<file path="src/hw/rtl/srtf_pkg.sv">
// ----------------------------------------------------------------------------
// srtf_pkg
// shared types and constants of the shortest-remaining-time-first scheduler
// ----------------------------------------------------------------------------
package srtf_pkg;

  localparam int MAX_TASKS_DEF = 16;

  localparam int ID_W   = 8;
  localparam int REM_W  = 16;
  localparam int WAIT_W = 32;
  localparam int ORD_W  = 32;

  localparam logic [WAIT_W-1:0] WAIT_MAX = '1;

  // one task table entry
  typedef struct packed {
    logic [ID_W-1:0]   id;
    logic [REM_W-1:0]  remaining;
    logic [WAIT_W-1:0] wait_cnt;
    logic [ORD_W-1:0]  order;
  } slot_t;

  // best candidate found so far in a scan
  typedef struct packed {
    logic             vld;
    slot_t            ent;
    logic [ORD_W-1:0] age;
  } cand_t;

  // per-entry controls from the sequencer to the compare unit
  typedef struct packed {
    logic used;      // slot held a task at the start of the tick
    logic ins_here;  // the arriving task lands in this slot
    logic pend_vld;  // last tick's updates still have to be applied
    logic pend_hit;  // this slot ran during the last tick
  } cmp_ctl_t;

  typedef enum logic [1:0] {
    ST_IDLE,
    ST_SCAN,
    ST_LAST,
    ST_OUT
  } state_t;

endpackage

</file>
<file path="src/hw/rtl/srtf_task_scheduler.sv">
// ----------------------------------------------------------------------------
// srtf_task_scheduler
// preemptive shortest-remaining-time-first scheduler, one tick per beat
// ----------------------------------------------------------------------------
//
// channel   | handshake               | payload
// ----------+-------------------------+---------------------------------------
// tick in   | start & !busy           | new_valid, new_id, new_burst
// result    | result_strobe (1 cycle) | running_valid, running_id,
//           |                         | running_left, done_valid, done_wait,
//           |                         | all_idle, rejected
//
// per tick, one shared compare unit walks the slot table, one entry per
// cycle through the table's single read port; then ST_LAST finishes the
// scan and ST_OUT shows the result. busy drops during the result cycle,
// so a new beat can be taken there. synchronous reset empties the table
// at once through the per-slot used bits; the result side cannot stall.
//
module srtf_task_scheduler #(
  parameter int MAX_TASKS = srtf_pkg::MAX_TASKS_DEF
) (
  input  logic                          clk,
  input  logic                          rst,
  input  logic                          start,
  output logic                          busy,
  input  logic                          new_valid,
  input  logic [srtf_pkg::ID_W-1:0]     new_id,
  input  logic [srtf_pkg::REM_W-1:0]    new_burst,
  output logic                          result_strobe,
  output logic                          running_valid,
  output logic [srtf_pkg::ID_W-1:0]     running_id,
  output logic [srtf_pkg::REM_W-1:0]    running_left,
  output logic                          done_valid,
  output logic [srtf_pkg::WAIT_W-1:0]   done_wait,
  output logic                          all_idle,
  output logic                          rejected
);

  localparam int IDX_W = (MAX_TASKS > 1) ? $clog2(MAX_TASKS) : 1;
  localparam int CNT_W = $clog2(MAX_TASKS + 1);
  localparam logic [IDX_W-1:0] LAST_IDX  = IDX_W'(MAX_TASKS - 1);
  localparam logic [CNT_W-1:0] FULL_CNT  = CNT_W'(MAX_TASKS);

  srtf_pkg::state_t state, state_next;

  // slot occupancy and bookkeeping
  logic [MAX_TASKS-1:0]        used;
  logic [CNT_W-1:0]            cnt;
  logic [srtf_pkg::ORD_W-1:0]  arrival_count;

  // scan pipeline: read issue, then compare in the following cycle
  logic [IDX_W-1:0]            rd_idx;
  logic                        proc_vld;
  logic [IDX_W-1:0]            proc_idx;

  // pending arrival of the current tick
  logic                        ins_pend;
  srtf_pkg::slot_t             ins_ent;
  logic                        rej_q;

  // winner of the scan
  srtf_pkg::cand_t             best;
  logic [IDX_W-1:0]            best_idx;

  // updates of the last tick, applied lazily during the next scan
  logic                        pend_vld;
  logic [IDX_W-1:0]            pend_sel;

  srtf_pkg::slot_t             rd_ent;
  srtf_pkg::slot_t             upd_ent;
  srtf_pkg::cand_t             cand;
  srtf_pkg::cmp_ctl_t          ctl;
  logic                        take;
  logic                        we;

  logic                        accept;
  logic                        fin;
  logic [CNT_W-1:0]            count_after;
  logic [CNT_W-1:0]            cnt_base;
  logic                        ins_ok;

  // ------------------------------------------------------------------
  // sequencer
  // ------------------------------------------------------------------
  always_ff @(posedge clk) begin
    if (rst) begin
      state <= srtf_pkg::ST_IDLE;
    end else begin
      state <= state_next;
    end
  end

  always_comb begin
    state_next = state;
    unique case (state)
      srtf_pkg::ST_IDLE: begin
        if (start) state_next = srtf_pkg::ST_SCAN;
      end
      srtf_pkg::ST_SCAN: begin
        if (rd_idx == LAST_IDX) state_next = srtf_pkg::ST_LAST;
      end
      srtf_pkg::ST_LAST: begin
        state_next = srtf_pkg::ST_OUT;
      end
      srtf_pkg::ST_OUT: begin
        state_next = start ? srtf_pkg::ST_SCAN : srtf_pkg::ST_IDLE;
      end
      default: begin
        state_next = srtf_pkg::ST_IDLE;
      end
    endcase
  end

  assign busy   = (state == srtf_pkg::ST_SCAN) || (state == srtf_pkg::ST_LAST);
  assign accept = start && !busy;

  // ------------------------------------------------------------------
  // tick result
  // ------------------------------------------------------------------
  // the chosen task finishes when its last tick of work runs now
  assign fin         = best.vld && (best.ent.remaining == srtf_pkg::REM_W'(1));
  assign count_after = cnt - CNT_W'(fin);

  // occupancy seen by a new beat: the finishing task's slot is already free
  assign cnt_base = (state == srtf_pkg::ST_OUT) ? count_after : cnt;
  assign ins_ok   = new_valid && (new_burst != '0) && (cnt_base != FULL_CNT);

  assign result_strobe = (state == srtf_pkg::ST_OUT);
  assign running_valid = best.vld;
  assign running_id    = best.vld ? best.ent.id : '0;
  assign running_left  = best.vld ? (best.ent.remaining - srtf_pkg::REM_W'(1)) : '0;
  assign done_valid    = fin;
  assign done_wait     = fin ? best.ent.wait_cnt : '0;
  assign all_idle      = (count_after == '0);
  assign rejected      = rej_q;

  // ------------------------------------------------------------------
  // table and shared compare unit
  // ------------------------------------------------------------------
  assign ctl.used     = used[proc_idx];
  assign ctl.ins_here = proc_vld && ins_pend && !used[proc_idx];
  assign ctl.pend_vld = pend_vld;
  assign ctl.pend_hit = (proc_idx == pend_sel);

  // write back every live entry so deferred updates land
  assign we = proc_vld && (ctl.used || ctl.ins_here);

  srtf_slot_ram #(
    .DEPTH (MAX_TASKS),
    .AW    (IDX_W)
  ) u_ram (
    .clk   (clk),
    .we    (we),
    .waddr (proc_idx),
    .wdata (upd_ent),
    .raddr (rd_idx),
    .rdata (rd_ent)
  );

  srtf_cmp_unit u_cmp (
    .rd_ent        (rd_ent),
    .ins_ent       (ins_ent),
    .ctl           (ctl),
    .arrival_count (arrival_count),
    .best          (best),
    .upd_ent       (upd_ent),
    .cand          (cand),
    .take          (take)
  );

  // ------------------------------------------------------------------
  // datapath and bookkeeping registers
  // ------------------------------------------------------------------
  always_ff @(posedge clk) begin
    if (rst) begin
      used          <= '0;
      cnt           <= '0;
      arrival_count <= '0;
      rd_idx        <= '0;
      proc_vld      <= 1'b0;
      proc_idx      <= '0;
      ins_pend      <= 1'b0;
      rej_q         <= 1'b0;
      best.vld      <= 1'b0;
      pend_vld      <= 1'b0;
      pend_sel      <= '0;
    end else begin
      proc_vld <= (state == srtf_pkg::ST_SCAN);
      proc_idx <= rd_idx;

      if (state == srtf_pkg::ST_SCAN) begin
        rd_idx <= rd_idx + IDX_W'(1);
      end

      if (proc_vld && take) begin
        best     <= cand;
        best_idx <= proc_idx;
      end

      // arrival takes the lowest free slot, met first in the walk
      if (ctl.ins_here) begin
        used[proc_idx] <= 1'b1;
        ins_pend       <= 1'b0;
      end

      if (state == srtf_pkg::ST_OUT) begin
        pend_vld <= best.vld;
        pend_sel <= best_idx;
        // a beat taken in this cycle sets the count itself
        if (!accept) cnt <= count_after;
        if (fin) used[best_idx] <= 1'b0;
      end

      if (accept) begin
        rd_idx           <= '0;
        best.vld         <= 1'b0;
        rej_q            <= new_valid && !ins_ok;
        ins_pend         <= ins_ok;
        ins_ent.id       <= new_id;
        ins_ent.remaining <= new_burst;
        ins_ent.wait_cnt <= '0;
        ins_ent.order    <= arrival_count;
        cnt              <= cnt_base + CNT_W'(ins_ok);
        if (ins_ok) arrival_count <= arrival_count + srtf_pkg::ORD_W'(1);
      end
    end
  end

endmodule

</file>
<file path="src/hw/rtl/srtf_slot_ram.sv">
// ----------------------------------------------------------------------------
// srtf_slot_ram
// task table storage: one write port, one registered read port
// ----------------------------------------------------------------------------
module srtf_slot_ram #(
  parameter int DEPTH = srtf_pkg::MAX_TASKS_DEF,
  parameter int AW    = $clog2(DEPTH)
) (
  input  logic                  clk,
  input  logic                  we,
  input  logic [AW-1:0]         waddr,
  input  srtf_pkg::slot_t       wdata,
  input  logic [AW-1:0]         raddr,
  output srtf_pkg::slot_t       rdata
);

  srtf_pkg::slot_t mem [DEPTH];

  always_ff @(posedge clk) begin
    if (we) begin
      mem[waddr] <= wdata;
    end
  end

  always_ff @(posedge clk) begin
    rdata <= mem[raddr];
  end

endmodule

</file>
<file path="src/hw/rtl/srtf_cmp_unit.sv">
// ----------------------------------------------------------------------------
// srtf_cmp_unit
// shared per-entry unit: applies last tick's update and ranks the entry
// ----------------------------------------------------------------------------
module srtf_cmp_unit (
  input  srtf_pkg::slot_t                   rd_ent,
  input  srtf_pkg::slot_t                   ins_ent,
  input  srtf_pkg::cmp_ctl_t                ctl,
  input  logic [srtf_pkg::ORD_W-1:0]        arrival_count,
  input  srtf_pkg::cand_t                   best,
  output srtf_pkg::slot_t                   upd_ent,
  output srtf_pkg::cand_t                   cand,
  output logic                              take
);

  srtf_pkg::slot_t ent;
  logic            present;

  always_comb begin
    ent = rd_ent;
    // deferred update: the task that ran loses one tick, all others wait one more (saturating at WAIT_MAX)
    if (ctl.pend_vld) begin
      if (ctl.pend_hit) begin
        ent.remaining = rd_ent.remaining - srtf_pkg::REM_W'(1);
      end else if (rd_ent.wait_cnt != srtf_pkg::WAIT_MAX) begin
        ent.wait_cnt = rd_ent.wait_cnt + srtf_pkg::WAIT_W'(1);
      end
    end
    if (ctl.ins_here) begin
      ent = ins_ent;
    end
  end

  assign present  = ctl.used || ctl.ins_here;
  assign upd_ent  = ent;
  assign cand.vld = present;
  assign cand.ent = ent;
  assign cand.age = arrival_count - ent.order;

  // least remaining wins, then the older arrival, then the lower slot
  assign take = present &&
                (!best.vld ||
                 (ent.remaining < best.ent.remaining) ||
                 ((ent.remaining == best.ent.remaining) && (cand.age > best.age)));

endmodule
</file>
<file path="config.mk">
export PLATFORM = sky130hd
export DESIGN_NAME = srtf_task_scheduler
export DESIGN_NICKNAME = d
export VERILOG_FILES = /design/src/hw/rtl/srtf_pkg.sv /design/src/hw/rtl/srtf_task_scheduler.sv /design/src/hw/rtl/srtf_slot_ram.sv /design/src/hw/rtl/srtf_cmp_unit.sv
export SDC_FILE = /design/constraint.sdc
export NUM_CORES = 2
export LEC_CHECK = 0
export ABC_CLOCK_PERIOD_IN_PS = 15250
export BUFFER_PORTS_ARGS = -buffer_cell sky130_fd_sc_hd__buf_4
export CAP_MARGIN = 10
export CORE_MARGIN = 2
export CORE_UTILIZATION = 63
export DETAILED_ROUTE_END_ITERATION = 10
export GPL_ROUTABILITY_DRIVEN = 0
export PLACE_DENSITY = 0.8
export SLEW_MARGIN = 10
export SYNTH_ARGS = -nofsm -noshare
export SYNTH_HDL_FRONTEND = slang
export SYNTH_SLANG_ARGS = --single-unit
</file>
<file path="constraint.sdc">
create_clock -name clk -period 15.25 [get_ports clk]
set_clock_uncertainty 0.1 [all_clocks]
set_input_delay 4.575 -clock clk [delete_from_list [all_inputs] [get_ports clk]]
set_output_delay 4.575 -clock clk [all_outputs]
set_load 0.05 [all_outputs]
</file>
* After elaboration in Yosys (flattened, before gate mapping) *
Memories as Yosys holds them, arrays and structs flattened. A register that Yosys moved wholly into a read port is not among the register bits.
Cells that the tools add are included.

word-level totals
  bits in registers = 220
  bits in writable memories = 1408
  word-level logic and storage cells = 108
  input port bits = 28
  output and inout port bits = 62
  memories kept = 1

memories
  name       depth  bits a word  rd ports  clocked after Yosys merged registers in  write ports  RTL line             text
  u_ram.mem  16     88           1         1                                        1            srtf_slot_ram.sv:17  srtf_pkg::slot_t mem [DEPTH];

operators by class
  $add $sub $neg = 8
  muxes and demuxes = 28
  reductions and logical operators = 30
  bitwise logic cells = 4
  $lt $le $gt $ge = 6
  equal/unequal tests = 11

operator list
  operator                                                                             number
  16-bit 2-to-1 mux                                                                    6
  32-bit 2-to-1 mux                                                                    3
  88-bit 2-to-1 mux                                                                    1
  32-bit by 1-bit adder with 32-bit output, second input constant                      2
  48-bit 2-to-1 mux                                                                    1
  32-bit greater-than comparator                                                       1
  32-bit inequality test, second input constant                                        1
  16-bit by 1-bit subtractor with 16-bit output, second input constant                 2
  32-bit subtractor                                                                    1
  16-bit bitwise AND                                                                   1
  16-bit by 1-bit equality test with 1-bit output, second input constant               1
  16-bit equality test                                                                 1
  16-bit < comparator                                                                  1
  16-bit inverter                                                                      1
  16-bit OR                                                                            1
  16-bit nonzero test                                                                  1
  1-bit logical AND                                                                    13
  4-bit by 5-bit < comparator with 1-bit output, second input constant                 2
  5-bit 2-to-1 mux                                                                     2
  1-bit demux with 4-bit select                                                        2
  4-bit by 1-bit greater-or-equal comparator with 1-bit output, second input constant  2
  1-bit 2-to-1 mux                                                                     8
  8-bit 2-to-1 mux                                                                     1
  2-bit one-hot mux with 4 select lines                                                1
  19 further kinds                                                                     31

* Depth between registers and ports, before layout *
  depth in word-level cells = 12
  depth in mapped cells = 26

* Hierarchy *
A second synthesis with hierarchy kept.

unflattened totals
  cells, all modules = 3861
  area total of the unflattened synthesis = 70088.5 um^2

modules (own cells, without submodules)
  module               cells each  times used  seq. area each (um^2)  area an instance (um^2)
  srtf_slot_ram        2256        1           44042.2                54360.9
  srtf_task_scheduler  711         1           6846.6                 9872.0
  srtf_cmp_unit        894         1           0.0                    5855.6

* Least setup slack after synthesis *
Ideal clock, no wire load.

  path type = reg2reg
  start = register proc_idx[1]
  end = register, netlist name best[0]
  path slack = 2.611 ns
  path buffers = 2
  required time = 14.470 ns
  data arrival time = 11.859 ns
  stages on the path, launching flop included = 24
  path through = dfxtp_1 -> mux4_2 -> mux2_2 -> nor2_1 -> a21oi_1 -> buf_2 -> buf_1 -> nand2_1 -> nand2_1 -> ha_1 -> fa_1 -> nor2b_1 -> o2111ai_1 -> a211o_1 -> o211ai_1 -> o22a_1 -> a311oi_1 -> xnor2_1 -> ha_1 -> nand4_1 -> nor4_1 -> o41ai_1 -> a311o_1 -> a211oi_1

RTL lines
  item                      RTL line                    text
  start: declaration        srtf_task_scheduler.sv:54   logic [IDX_W-1:0] proc_idx;
  start signal: assignment  srtf_task_scheduler.sv:189  proc_idx <= rd_idx;

* Worst setup path in the final report *
  start = register, netlist name best[102]
  end = output all_idle

on the way
  cells in the longest elaborated chain, start to end = 4

ends and longest elaborated chain
  item                                             RTL line                    text
  16-bit by 1-bit equality test with 1-bit output  srtf_task_scheduler.sv:121  assign fin = best.vld && (best.ent.remaining == srtf_pkg::REM_W'(1));
  1-bit logical AND                                srtf_task_scheduler.sv:121
  5-bit by 1-bit subtractor with 5-bit output      srtf_task_scheduler.sv:122  assign count_after = cnt - CNT_W'(fin);
  5-bit zero test                                  srtf_task_scheduler.sv:134  assign all_idle = (count_after == '0);
  end: declaration                                 srtf_task_scheduler.sv:35   output logic all_idle,

No other way between the ends.

==> results.toml <==
[run_status]
status = "finished, final reports clean"

[clock_network]
post_cts_resize_count = 0
cts_hold_buf = 0
clk_path_buf_depth = 3
cts_tree = "yes"
cts.clk_slew.worst_paths_ns = 0.06
cts.sinks = 1716
cts.htree.levels = 4
cts_made_buffers = 165
cts_setup_buffers = 0
cts-root-buf = "clkbuf_16"
insertion_delay_ns = 0.78

[synthesis]
yosysWarnings = 0
synth_ff_type = "edfxtp_1"
syn_nets = 3531
synth_area_per_cell_sq_um = 19.8
synth-edff-count = 1556
synth_cells = 3409
synth_cell_types = 65
syn_area_sq_mm = 0.0676
ys_seq_area_share_pct = 73.9
ys_ff_latch = 1716
async_reset_ff_share_pct = 0

[drt]
drc = 0
ant_nets = 0
route.detailed.wl_per_inst_um = 30.4
num_vias = 35000
routed_wl_um = 156000
avgViaCountPerCell = 6.81
first_pass_iters = 7
dr.first_iter.drc_count = 4587

[placement]
hpwlAfterDp_um = 79700
place_ws_ns = 6.12
numPortBuffers = 89

[sta]
tightest_slew_ns = 1.27
max_freq_mhz = 103
fin_crit_sh_pct = 63.6
rsz0062_at_grt = "no"
slew_headroom_pct = 14.5
finalWorstSetupSlack_ns = 5.55
finalHoldViolCount = 0
setup_viol = 0
slew_violations = 0
fin_crit_ns = 9.70
fin_tns_setup_ns = 0

[floorplan]
die_area_sq_mm = 0.110
fp.dieH_um = 331
row_count = 120
die_width_um = 331
top_level_ports = 90
start_util_pct = 63.3
coreArea_sq_mm = 0.107

[global_routing]
grtUsageTotal_pct = 28.9
antenna_found_initial = 4
grt_max_degree = 152
grt_pass1_vias = 36100
grt-ovfl-total = 0
grt_pass1_wl_um = 233000

[hold_path]
worstHoldPathType = "register to register"

[critical_path]
crit_fanout = 36
r2r-start = "proc_idx[1]"
r2r_cells = 23
endpoint = "all_idle"
cp_top_family = "simple AND/OR/NAND/NOR gates"
reg2reg_to = "best[84]"
timing.critical_path.buf_inv = 1
cpMostUsedCell = "ha_1"
path_cells = "or4_1, nor4_1, nand2_1, nor2_4, ha_1, ha_1, nor3b_1, xnor2_1, and4_1, buf_4"
crit_cells = 10
cp-start-kind = "register"
cp_data_arrival_time_ns = 5.03
worstSetupStartpoint = "best[102]"
crit_path_end_kind = "output pin"
critPathSlowestCell = "nor2_4"
worstPathRequired_ns = 10.58
critPathMaxStageDelay_ns = 0.99
r2r_slack_ns = 5.70
crit_type = "register to output pin"

[power]
ir_drop_mv = 0.117
p_per_area_mw_per_mm2 = 151
leakage_nw = 24.4

[flow_run]
drv_cap = 0

[layout]
area_growth_syn_to_layout_pct = 12.0
final_nets = 3713
n_fill_cell = 5961
finalCoreUtilization_pct = 70.9
layout-drive-gt1-share_pct = 23.8
## synth_stat cells, types with 42 or more instances
cell	count	area share [%]
and2_1	51	0.47
xor2_1	53	0.69
a21oi_1	90	0.67
nand2_1	118	0.66
clkbuf_1	87	0.48
xnor2_1	64	0.83
buf_2	45	0.33
ha_1	93	1.7
dfxtp_1	160	4.7
edfxtp_1	1556	69
o21ai_0	42	0.31
inv_1	105	0.58
mux4_2	442	15
nand3_1	42	0.31
nor2_1	139	0.77
## layout by cell type (no fill, tap or decap), types with 7 or more instances in the layout
cell type	Yosys	final
o21a_1	8	8
nand4_1	35	35
xor2_1	53	53
ha_1	93	93
a211oi_1	18	17
or3_1	16	16
clkbuf_16	0	169
nor3_1	32	28
a21o_1	22	22
nor2_1	139	126
nand2_1	118	118
xnor2_1	64	64
mux4_2	442	442
nor2b_1	25	25
nor2_4	0	14
nand2b_1	9	9
inv_6	0	7
a21oi_1	90	83
and3_1	11	11
bufinv_16	0	14
dfxtp_1	160	156
o21ai_0	42	42
buf_4	0	151
clkbuf_8	0	25
nand3_1	42	42
clkbuf_1	87	40
edfxtp_1	1556	1556
mux2i_1	40	40
and2_1	51	51
clkinv_1	1	20
nor4_1	14	14
and4_1	7	7
inv_1	105	105
a31oi_1	7	7
clkinv_2	0	24
## layout make-up
| class | count | area (sq um) | share of cell area, % |
|---|---|---|---|
| flip-flops and latches | 1716 | 49900 | 66.0 |
| well taps | 1403 | 1760 | 2.32 |
| repair buffers | 153 | 1170 | 1.55 |
| clock inverters | 75 | 811 | 1.07 |
| inverters | 106 | 398 | 0.526 |
| multi-input cells | 1449 | 16900 | 22.3 |
| clock buffers | 234 | 4720 | 6.24 |
| diodes | 1 | 2.50 | 0.00331 |
## power breakdown
part	internal, W	switching, W	total, W
clock network	0.00241	0.00173	0.00414
logic	0.000675	0.000937	0.00161
registers	0.00557	0.000115	0.00569
total	0.00865	0.00278	0.0114
## how the worst min path moves through the flow
| stage | startpoint | cells past startpoint | end |
|---|---|---|---|
| 3_3_place_gp | pend_sel[0] | 2 | pend_sel[0] |
| 6_report | pend_sel[0] | 2 | pend_sel[0] |
| 5_1_grt | pend_sel[0] | 2 | pend_sel[0] |
| 2_1_floorplan | pend_sel[0] | 2 | pend_sel[0] |
| 4_1_cts | pend_sel[0] | 2 | pend_sel[0] |
| 3_5_place_dp | pend_sel[0] | 2 | pend_sel[0] |
## routing by layer
layer / part of all wire [%] / vias up / global-route usage, %
met5: 0.062 / - / 0
met4: 2.8 / 6 / 8.30
met3: 9.8 / 380 / 5.64
met2: 50 / 2254 / 47.6
met1: 38 / 18200 / 40.2
li1: - / 14200 / -
## sequential cells by signal, summed over array words and instances, names as in the netlist, 5 cells and up
| signal | flops |
|---|---|
| u_ram.mem | 1408 |
| u_ram.rdata | 88 |
| used | 16 |
| cnt | 5 |
| best | 88 |
| arrival_count | 32 |
| ins_ent | 56 |
## metrics by stage
| stage | area [sq um] | cells | power [W] | hold slack (ns) |
|---|---|---|---|---|
| floorplan | 67600 | 3409 | 0.00694 | 0.362 |
| global placement | 70100 | 4827 | 0.00727 | 0.377 |
| detailed placement | 70100 | 4827 | 0.00736 | 0.403 |
| CTS | 75600 | 5136 | 0.0115 | 0.412 |
| global route | 75700 | 5136 | 0.0118 | 0.422 |
| finish | 75700 | 5137 | 0.0114 | 0.412 |
## tightest hold or removal path, stage by stage, from the launching register on
cell and delay (ns):
dfxtp_1 0.32, nand2b_1 0.07, a21oi_1 0.07
## kinds of logic after synthesis
logic type	share of synthesized area, %
buffers and inverters	1.44
muxes	15.4
AOI/OAI and AO/OA	2.24
adders and majority gates	1.75
DFF	73.9
xor gates and xnor gates	1.54
and+or+nand+nor	3.75
No activity file was read; power rests on OpenSTA's default activity.
